[src/rtl/mevm_pkg.sv]
// ============================================================================
// Motor energy and vibration meter: shared package
// Sizes, register indexes, controller states and the command and status
// structures that pass between the controller and the datapath.
// ============================================================================
package mevm_pkg;

    // Motor and group counts, and the index widths that follow from them.
    localparam int MOTORS      = 16;
    localparam int GROUPS      = 4;
    localparam int MOTOR_IDX_W = (MOTORS > 1) ? $clog2(MOTORS) : 1;
    localparam int GROUP_IDX_W = (GROUPS > 1) ? $clog2(GROUPS) : 1;

    // Field widths.
    localparam int DATA_W  = 32;
    localparam int MOTOR_W = 4;
    localparam int GROUP_W = 2;
    localparam int TOTAL_W = 63;
    localparam int PROD_W  = 65;

    localparam logic [TOTAL_W-1:0] TOTAL_MAX = {TOTAL_W{1'b1}};

    // Configuration register indexes.
    localparam int CFG_IDX_W = 2;
    localparam logic [CFG_IDX_W-1:0] REG_TIMESTEP     = 2'd0;
    localparam logic [CFG_IDX_W-1:0] REG_INV_TIMESTEP = 2'd1;
    localparam logic [CFG_IDX_W-1:0] REG_GROUP_MAP    = 2'd2;

    // Configuration reset values.
    localparam logic [DATA_W-1:0] TIMESTEP_RST     = 32'd8589935;
    localparam logic [DATA_W-1:0] INV_TIMESTEP_RST = 32'd32768000;
    localparam logic [DATA_W-1:0] GROUP_MAP_RST    = 32'd0;

    // Input operation codes.
    localparam logic OP_METER = 1'b0;
    localparam logic OP_CLEAR = 1'b1;

    // Controller states.
    typedef enum logic [3:0] {
        ST_IDLE,
        ST_ACCEL,
        ST_POWER,
        ST_ELO,
        ST_EHI,
        ST_SUM,
        ST_UPDATE,
        ST_CLEAR,
        ST_RESULT
    } t_state;

    // Operand selection of the shared multiplier.
    typedef enum logic [1:0] {
        MUL_ACCEL,
        MUL_POWER,
        MUL_ELO,
        MUL_EHI
    } t_mul_sel;

    // Commands from the controller to the datapath.
    typedef struct packed {
        logic     load;
        logic     mul_en;
        t_mul_sel mul_sel;
        logic     sum;
        logic     update;
        logic     clear;
        logic     out_load;
    } t_dp_cmd;

    // Status from the datapath to the controller.
    typedef struct packed {
        logic in_op;
        logic in_live;
        logic out_free;
    } t_dp_sts;

endpackage

[src/rtl/mevm_ctrl.sv]
// ============================================================================
// Motor energy and vibration meter: controller
// Sequences one word through the shared multiplier, the accumulation and
// the output register, and skips the arithmetic for clear and dead words.
// ============================================================================
module mevm_ctrl
    import mevm_pkg::*;
(
    input  logic    i_clk,
    input  logic    i_rst_n,
    input  logic    i_in_valid,
    input  t_dp_sts i_sts,
    output logic    o_in_ready,
    output t_dp_cmd o_cmd
);

    t_state r_state;
    t_state n_state;

    // State register.
    always_ff @(posedge i_clk) begin
        if (!i_rst_n) begin
            r_state <= ST_IDLE;
        end else begin
            r_state <= n_state;
        end
    end

    // Next state and commands.
    always_comb begin
        n_state        = r_state;
        o_in_ready     = 1'b0;
        o_cmd          = '0;
        o_cmd.mul_sel  = MUL_ACCEL;
        case (r_state)
            ST_IDLE: begin
                o_in_ready = 1'b1;
                if (i_in_valid) begin
                    o_cmd.load = 1'b1;
                    if (i_sts.in_op == OP_CLEAR) begin
                        n_state = ST_CLEAR;
                    end else if (i_sts.in_live) begin
                        n_state = ST_ACCEL;
                    end else begin
                        n_state = ST_RESULT;
                    end
                end
            end
            ST_ACCEL: begin
                o_cmd.mul_en  = 1'b1;
                o_cmd.mul_sel = MUL_ACCEL;
                n_state       = ST_POWER;
            end
            ST_POWER: begin
                o_cmd.mul_en  = 1'b1;
                o_cmd.mul_sel = MUL_POWER;
                n_state       = ST_ELO;
            end
            ST_ELO: begin
                o_cmd.mul_en  = 1'b1;
                o_cmd.mul_sel = MUL_ELO;
                n_state       = ST_EHI;
            end
            ST_EHI: begin
                o_cmd.mul_en  = 1'b1;
                o_cmd.mul_sel = MUL_EHI;
                n_state       = ST_SUM;
            end
            ST_SUM: begin
                o_cmd.sum = 1'b1;
                n_state   = ST_UPDATE;
            end
            ST_UPDATE: begin
                o_cmd.update = 1'b1;
                n_state      = ST_RESULT;
            end
            ST_CLEAR: begin
                o_cmd.clear = 1'b1;
                n_state     = ST_RESULT;
            end
            ST_RESULT: begin
                if (i_sts.out_free) begin
                    o_cmd.out_load = 1'b1;
                    n_state        = ST_IDLE;
                end
            end
            default: begin
                n_state = ST_IDLE;
            end
        endcase
    end

    // A word is taken only in the idle state, so the next cycle is busy.
    a_busy_after_accept: assert property (@(posedge i_clk) disable iff (!i_rst_n)
        (i_in_valid && o_in_ready) |=> !o_in_ready)
        else $error("controller accepted a word without leaving idle");

    // A finished result waits until the output register is free.
    a_result_waits: assert property (@(posedge i_clk) disable iff (!i_rst_n)
        (r_state == ST_RESULT && !i_sts.out_free) |=> (r_state == ST_RESULT))
        else $error("result dropped while the output register was full");

endmodule

[config.mk]
export PLATFORM = sky130hd
export DESIGN_NAME = mevm_ctrl
export DESIGN_NICKNAME = d
export VERILOG_FILES = /design/src/rtl/mevm_pkg.sv /design/src/rtl/mevm_ctrl.sv
export SDC_FILE = /design/constraint.sdc
export NUM_CORES = 1
export LEC_CHECK = 0
export ABC_AREA = 1
export ABC_CLOCK_PERIOD_IN_PS = 3100
export BUFFER_PORTS_ARGS = -buffer_cell sky130_fd_sc_hd__buf_2
export CORE_AREA = 2 2 39 41
export CTS_CLUSTER_DIAMETER = 120
export DETAILED_ROUTE_END_ITERATION = 8
export DIE_AREA = 0 0 41 43
export GPL_TIMING_DRIVEN = 0
export REMOVE_ABC_BUFFERS = 1
export SLEW_MARGIN = 10
export SYNTH_ARGS = -nofsm -noshare
export SYNTH_HDL_FRONTEND = slang
export SYNTH_SLANG_ARGS = --single-unit
[constraint.sdc]
create_clock -name i_clk -period 3.1 [get_ports i_clk]
set_input_delay 0.31 -clock i_clk [delete_from_list [all_inputs] [get_ports i_clk]]
set_output_delay 0.31 -clock i_clk [all_outputs]
set_load 0.01 [all_outputs]
==> summary.txt, run 1 <==
status: complete, no violations
slowest cell on the critical path: dfxtp_1
Die H: 43 microns
post-cts sizing count: 0
Yosys cell types: 14
# rows: 14
endpoints failing setup: 0
hpwl dp: 584 microns
vias in the first global route: 341
postcts setup bufs: 0
Area growth syn-to-layout: 30.6%
DIE AREA: 0.00176 sq mm
total power: 502 uW
Max Clock Freq: 0.668 GHz
Core ar.: 0.00138 sq mm
Final Hold Vio Count: 0
WP data required: 2.79 ns
largest net degree at the start of global routing: 8
TritonCTS Buffers: 3
top cell type's share of synthesized area: 21.8%
Largest register FFs: 4
Routed WL: 711 microns
# fillers: 154
vias: 380
normalized max-slew margin: 83.8%
Critical Path, Cell by Cell: nor2_4 -> nand2_2 -> nand3_1 -> buf_2
CTS tree: done
Max-Cap Viols: 0
Fin Setup TNS: 0 ns
minimum clock period: 1.50 ns
Reg area: 80.1 sq um
Root Buffer: clkbuf_4
Longest Clk Path Bufs: 2
cells after synthesis: 59
H-Tree Level Count: 1
Reg with most FFs: r_state
post-route clock period utilization: 48.3%
Final Util: 34.7%
largest area contributor in the netlist: dfxtp_1
Vias/cell: 4.13
number of hold-repair buffers added at the cts stage: 0
drt first pass iters: 3
placed insts: 89
hold slack: 0.355 ns
clk sinks: 4
Worst setup EP type: primary output
# IOs: 15
Setup crit start kind: flop
Lkg Pwr: 0.000285 uW
Worst Hold Class: input port to flop
skew final: 0.00797 ns
synthesized area per cell: 6.23 sq um
biggest regs: r_state (4)
pwr dens: 1040 mW/mm^2
Inserted Diodes: 0
aggregate global-route resource usage: 10.4%
clk_lat worst skew: 0.24 ns
leading cell type in the layout, fill and taps excluded: buf_2
fin cells: 92
Antenna Nets Post-Route: 0
synthesized area: 368 sq um
max-slew violations: 0
CP Max Fanout: 7
commonest cells after routing, fill and taps aside: buf_2, nand2_1, inv_1
worst slew pin tran: 0.242 ns
Port Buffers: 14
Nets: 84
Syn. warnings: 0
Synth Register Bits: 4
RSZ-0062 raised after global routing: false
first-pass GRT wire length: 1210 microns
initial antenna violation count: 0
crit path DAT: 1.19 ns
DRC violations left: 0
sequential area share after synthesis: 21.8%
Iter 0 DRT Violations: 6
wire length per cell: 7.73 microns
Crit path largest cell delay: 0.37 ns
clk slew on worst S/H paths: 0.04 ns
Max VDD drop: 0.000361 V
Die Width: 41 microns
layout cells sized above 1: 48.7%
RePlAce Congestion: 0.756
WS Path Type: flop to primary output
initial core utilization: 26.6%
Congestion Overflow GR: 0
Area contributors post-synth: dfxtp_1, nand2_1, inv_1
area of the multi-input gates: 235 sq um
-- cells by family after synthesis --
group | count (synthesis) | synth area share (%)
and+or+nand+nor | 39 | 60.2
buffers and inverters | 14 | 14.3
DFF | 4 | 21.8
AOI/OAI and AO/OA | 2 | 3.74
-- critical path, delay by kind of cell (launching register included) --
| kind | cells | cell delay [ns] |
|---|---|---|
| buffers and inverters | 1 | 0.13 |
| DFF | 1 | 0.37 |
| and+or+nand+nor | 3 | 0.46 |
-- cells in the mapped netlist, drive strengths merged --
cell type / count
nor2: 14
nand3: 7
nand2: 17
nor3: 1
a21oi: 1
clkinv: 1
inv: 13
dfxtp: 4
o21ai: 1
-- per-stage QoR --
stage	setup slack, ns	cell area (sq um)
2_1_floorplan	1.97	368
3_3_place_gp	1.86	458
3_5_place_dp	1.85	458
4_1_cts	1.59	480
5_1_grt	1.46	480
6_report	1.60	480
-- final timing paths --
kind                                              start                      end  slack [ns]  cells past startpoint
worst min register to register  r_state[1]$_SDFFE_PN0P_  r_state[0]$_SDFFE_PN0P_        0.73                      4
worst max-delay path            r_state[1]$_SDFFE_PN0P_                 o_cmd[6]        1.60                      4
worst max register to register  r_state[1]$_SDFFE_PN0P_  r_state[2]$_SDFFE_PN0P_        2.02                      6
worst min-delay path                            i_rst_n  r_state[1]$_SDFFE_PN0P_        0.35                      3
-- area by class of cell --
type                    count  share of cell area (%)
multi-input cells          41                    49.0
clock buffers               3                    4.69
inverters                  14                    10.9
repair buffers             14                    14.6
well taps                  16                    4.17
flip-flops and latches      4                    16.7
-- power by group --
part           leakage (uW)  internal, uW  switching (uW)
sequential        0.0000329          71.5            32.3
combinational      0.000238           127             206
clock             0.0000138          43.3            21.5
total              0.000285           242             260
-- routing by layer --
metal	global-route usage, %	wire length (microns)
met2	14.7	324
met3	1.57	51
met1	12.5	323
met5	0	0
met4	10.0	12
(Power assumes the default switching activity.)
==> run 2: changes to the inputs <==
--- a/config.mk
+++ b/config.mk
@@ -6,7 +6,7 @@
 export NUM_CORES = 1
 export LEC_CHECK = 0
 export ABC_AREA = 1
-export ABC_CLOCK_PERIOD_IN_PS = 3100
+export ABC_CLOCK_PERIOD_IN_PS = 1400
 export BUFFER_PORTS_ARGS = -buffer_cell sky130_fd_sc_hd__buf_2
 export CORE_AREA = 2 2 39 41
 export CTS_CLUSTER_DIAMETER = 120
==> constraint.sdc (replaced) <==
create_clock -name i_clk -period 1.4 [get_ports i_clk]
set_input_delay 0.14 -clock i_clk [delete_from_list [all_inputs] [get_ports i_clk]]
set_output_delay 0.14 -clock i_clk [all_outputs]
set_load 0.01 [all_outputs]
==> summary.txt, run 2 (synthesis gave the netlist of run 1 again) <==
Setup crit start kind: flop
P_sw: 577 uW
Core ar.: 0.00138 sq mm
switching portion of total power: 51.5%
Die Width: 41 microns
met2 Use GR: 14.7%
CP Max Fanout: 4
fin cells: 92
Worst Hold Class: input port to flop
skew final: 0.00797 ns
DRC violations left: 0
hpwl dp: 584 microns
leading cell type in the layout, fill and taps excluded: buf_2
layout cells sized above 1: 51.3%
pwr dens: 2320 mW/mm^2
vias in the first global route: 341
Final WS setup: 0.106 ns
Vias/cell: 4.15
RePlAce Congestion: 0.756
initial antenna violation count: 0
WS Path Type: flop to primary output
met1 GRT Util: 12.5%
minimum clock period: 1.29 ns
aggregate global-route resource usage: 10.4%
# rows: 14
Area growth syn-to-layout: 31.3%
commonest cells after routing, fill and taps aside: buf_2, nand2_1, inv_1
Die H: 43 microns
clk sinks: 4
Inserted Diodes: 0
CTS tree: done
Antenna Nets Post-Route: 0
Worst setup EP type: primary output
worst slew pin tran: 0.236 ns
initial core utilization: 26.6%
Cell Int Power: 543 uW
Largest register FFs: 4
clk slew on worst S/H paths: 0.04 ns
Final Hold Vio Count: 0
Iter 0 DRT Violations: 4
TritonCTS Buffers: 3
first-pass GRT wire length: 1210 microns
biggest regs: r_state (4)
Root Buffer: clkbuf_4
Top Usage Layer GRT: met2
combinational share of power: 66.1%
# fillers: 156
clk_lat worst skew: 0.24 ns
clock share of power: 12.8%
Longest Clk Path Bufs: 2
part of the power in registers: 21.1%
DIE AREA: 0.00176 sq mm
RSZ-0062 raised after global routing: false
Port Buffers: 14
met3 Use GR: 1.57%
Routed WL: 721 microns
Fin Setup TNS: 0 ns
status: complete, no violations
vias: 382
Lkg Pwr: 0.000286 uW
placed insts: 89
endpoints failing setup: 0
Max VDD drop: 0.000799 V
post-route clock period utilization: 92.4%
WP data required: 1.26 ns
normalized max-slew margin: 84.2%
max-slew violations: 0
number of hold-repair buffers added at the cts stage: 0
Congestion Overflow GR: 0
Max-Cap Viols: 0
Reg with most FFs: r_state
Max Clock Freq: 0.773 GHz
wire length per cell: 7.84 microns
# IOs: 15
H-Tree Level Count: 1
largest net degree at the start of global routing: 8
Nets: 84
DP Worst Slack: 0.317 ns
drt first pass iters: 4
crit path DAT: 1.15 ns
-- run 2: stage by stage --
stage	area (sq um)	power (uW)	hold WS [ns]	util [%]
2_1_floorplan	368	789	0.322	-
3_3_place_gp	458	976	0.420	33.1
3_5_place_dp	458	981	0.427	33.1
4_1_cts	480	1130	0.178	34.7
5_1_grt	483	1250	0.218	34.9
6_report	483	1120	0.185	34.9
-- run 2: path summary, 6_finish.rpt --
kind         slack (ns)  cells after the start                 endpoint                    start
max                0.11                      5                 o_cmd[6]  r_state[2]$_SDFFE_PN0P_
min                0.18                      3  r_state[1]$_SDFFE_PN0P_                  i_rst_n
max reg2reg        0.35                      6  r_state[2]$_SDFFE_PN0P_  r_state[1]$_SDFFE_PN0P_
min reg2reg        0.69                      4  r_state[3]$_SDFFE_PN0P_  r_state[1]$_SDFFE_PN0P_
-- run 2: routing by layer --
layer	part of all wire (%)	wire, microns
met1	44	316
met2	45	328
met4	1.7	12
met3	8.7	63
met5	0	0
-- run 2: power by group through the flow --
stage | Clock, uW | Combinational (uW) | Sequential, uW
2_1_floorplan | 0 | 567 | 222
3_3_place_gp | 0 | 748 | 229
3_5_place_dp | 0 | 748 | 233
4_1_cts | 149 | 754 | 230
5_1_grt | 154 | 853 | 247
6_report | 143 | 740 | 236
-- run 2: cell type report --
type	instances	area, sq um	share of cell area (%)
multi-input combinational	41	235	48.7
sequential	4	82.6	17.1
timing repair buffer	14	70.1	14.5
inverter	14	52.6	10.9
clock buffer	3	22.5	4.66
tap	16	20.0	4.15
-- run 2: timing repair --
action | in CTS | in global routing
buffers inserted | 0 | 0
endpoints found under the setup margin | 0 | 5
gates resized for setup | 0 | 2
-- run 2: critical path, cell delays in order (launching register included) --
cell and delay, ns:
dfxtp_1 0.41, inv_2 0.06, nor2_4 0.13, nand2_2 0.10, nand3_1 0.10, buf_2 0.13
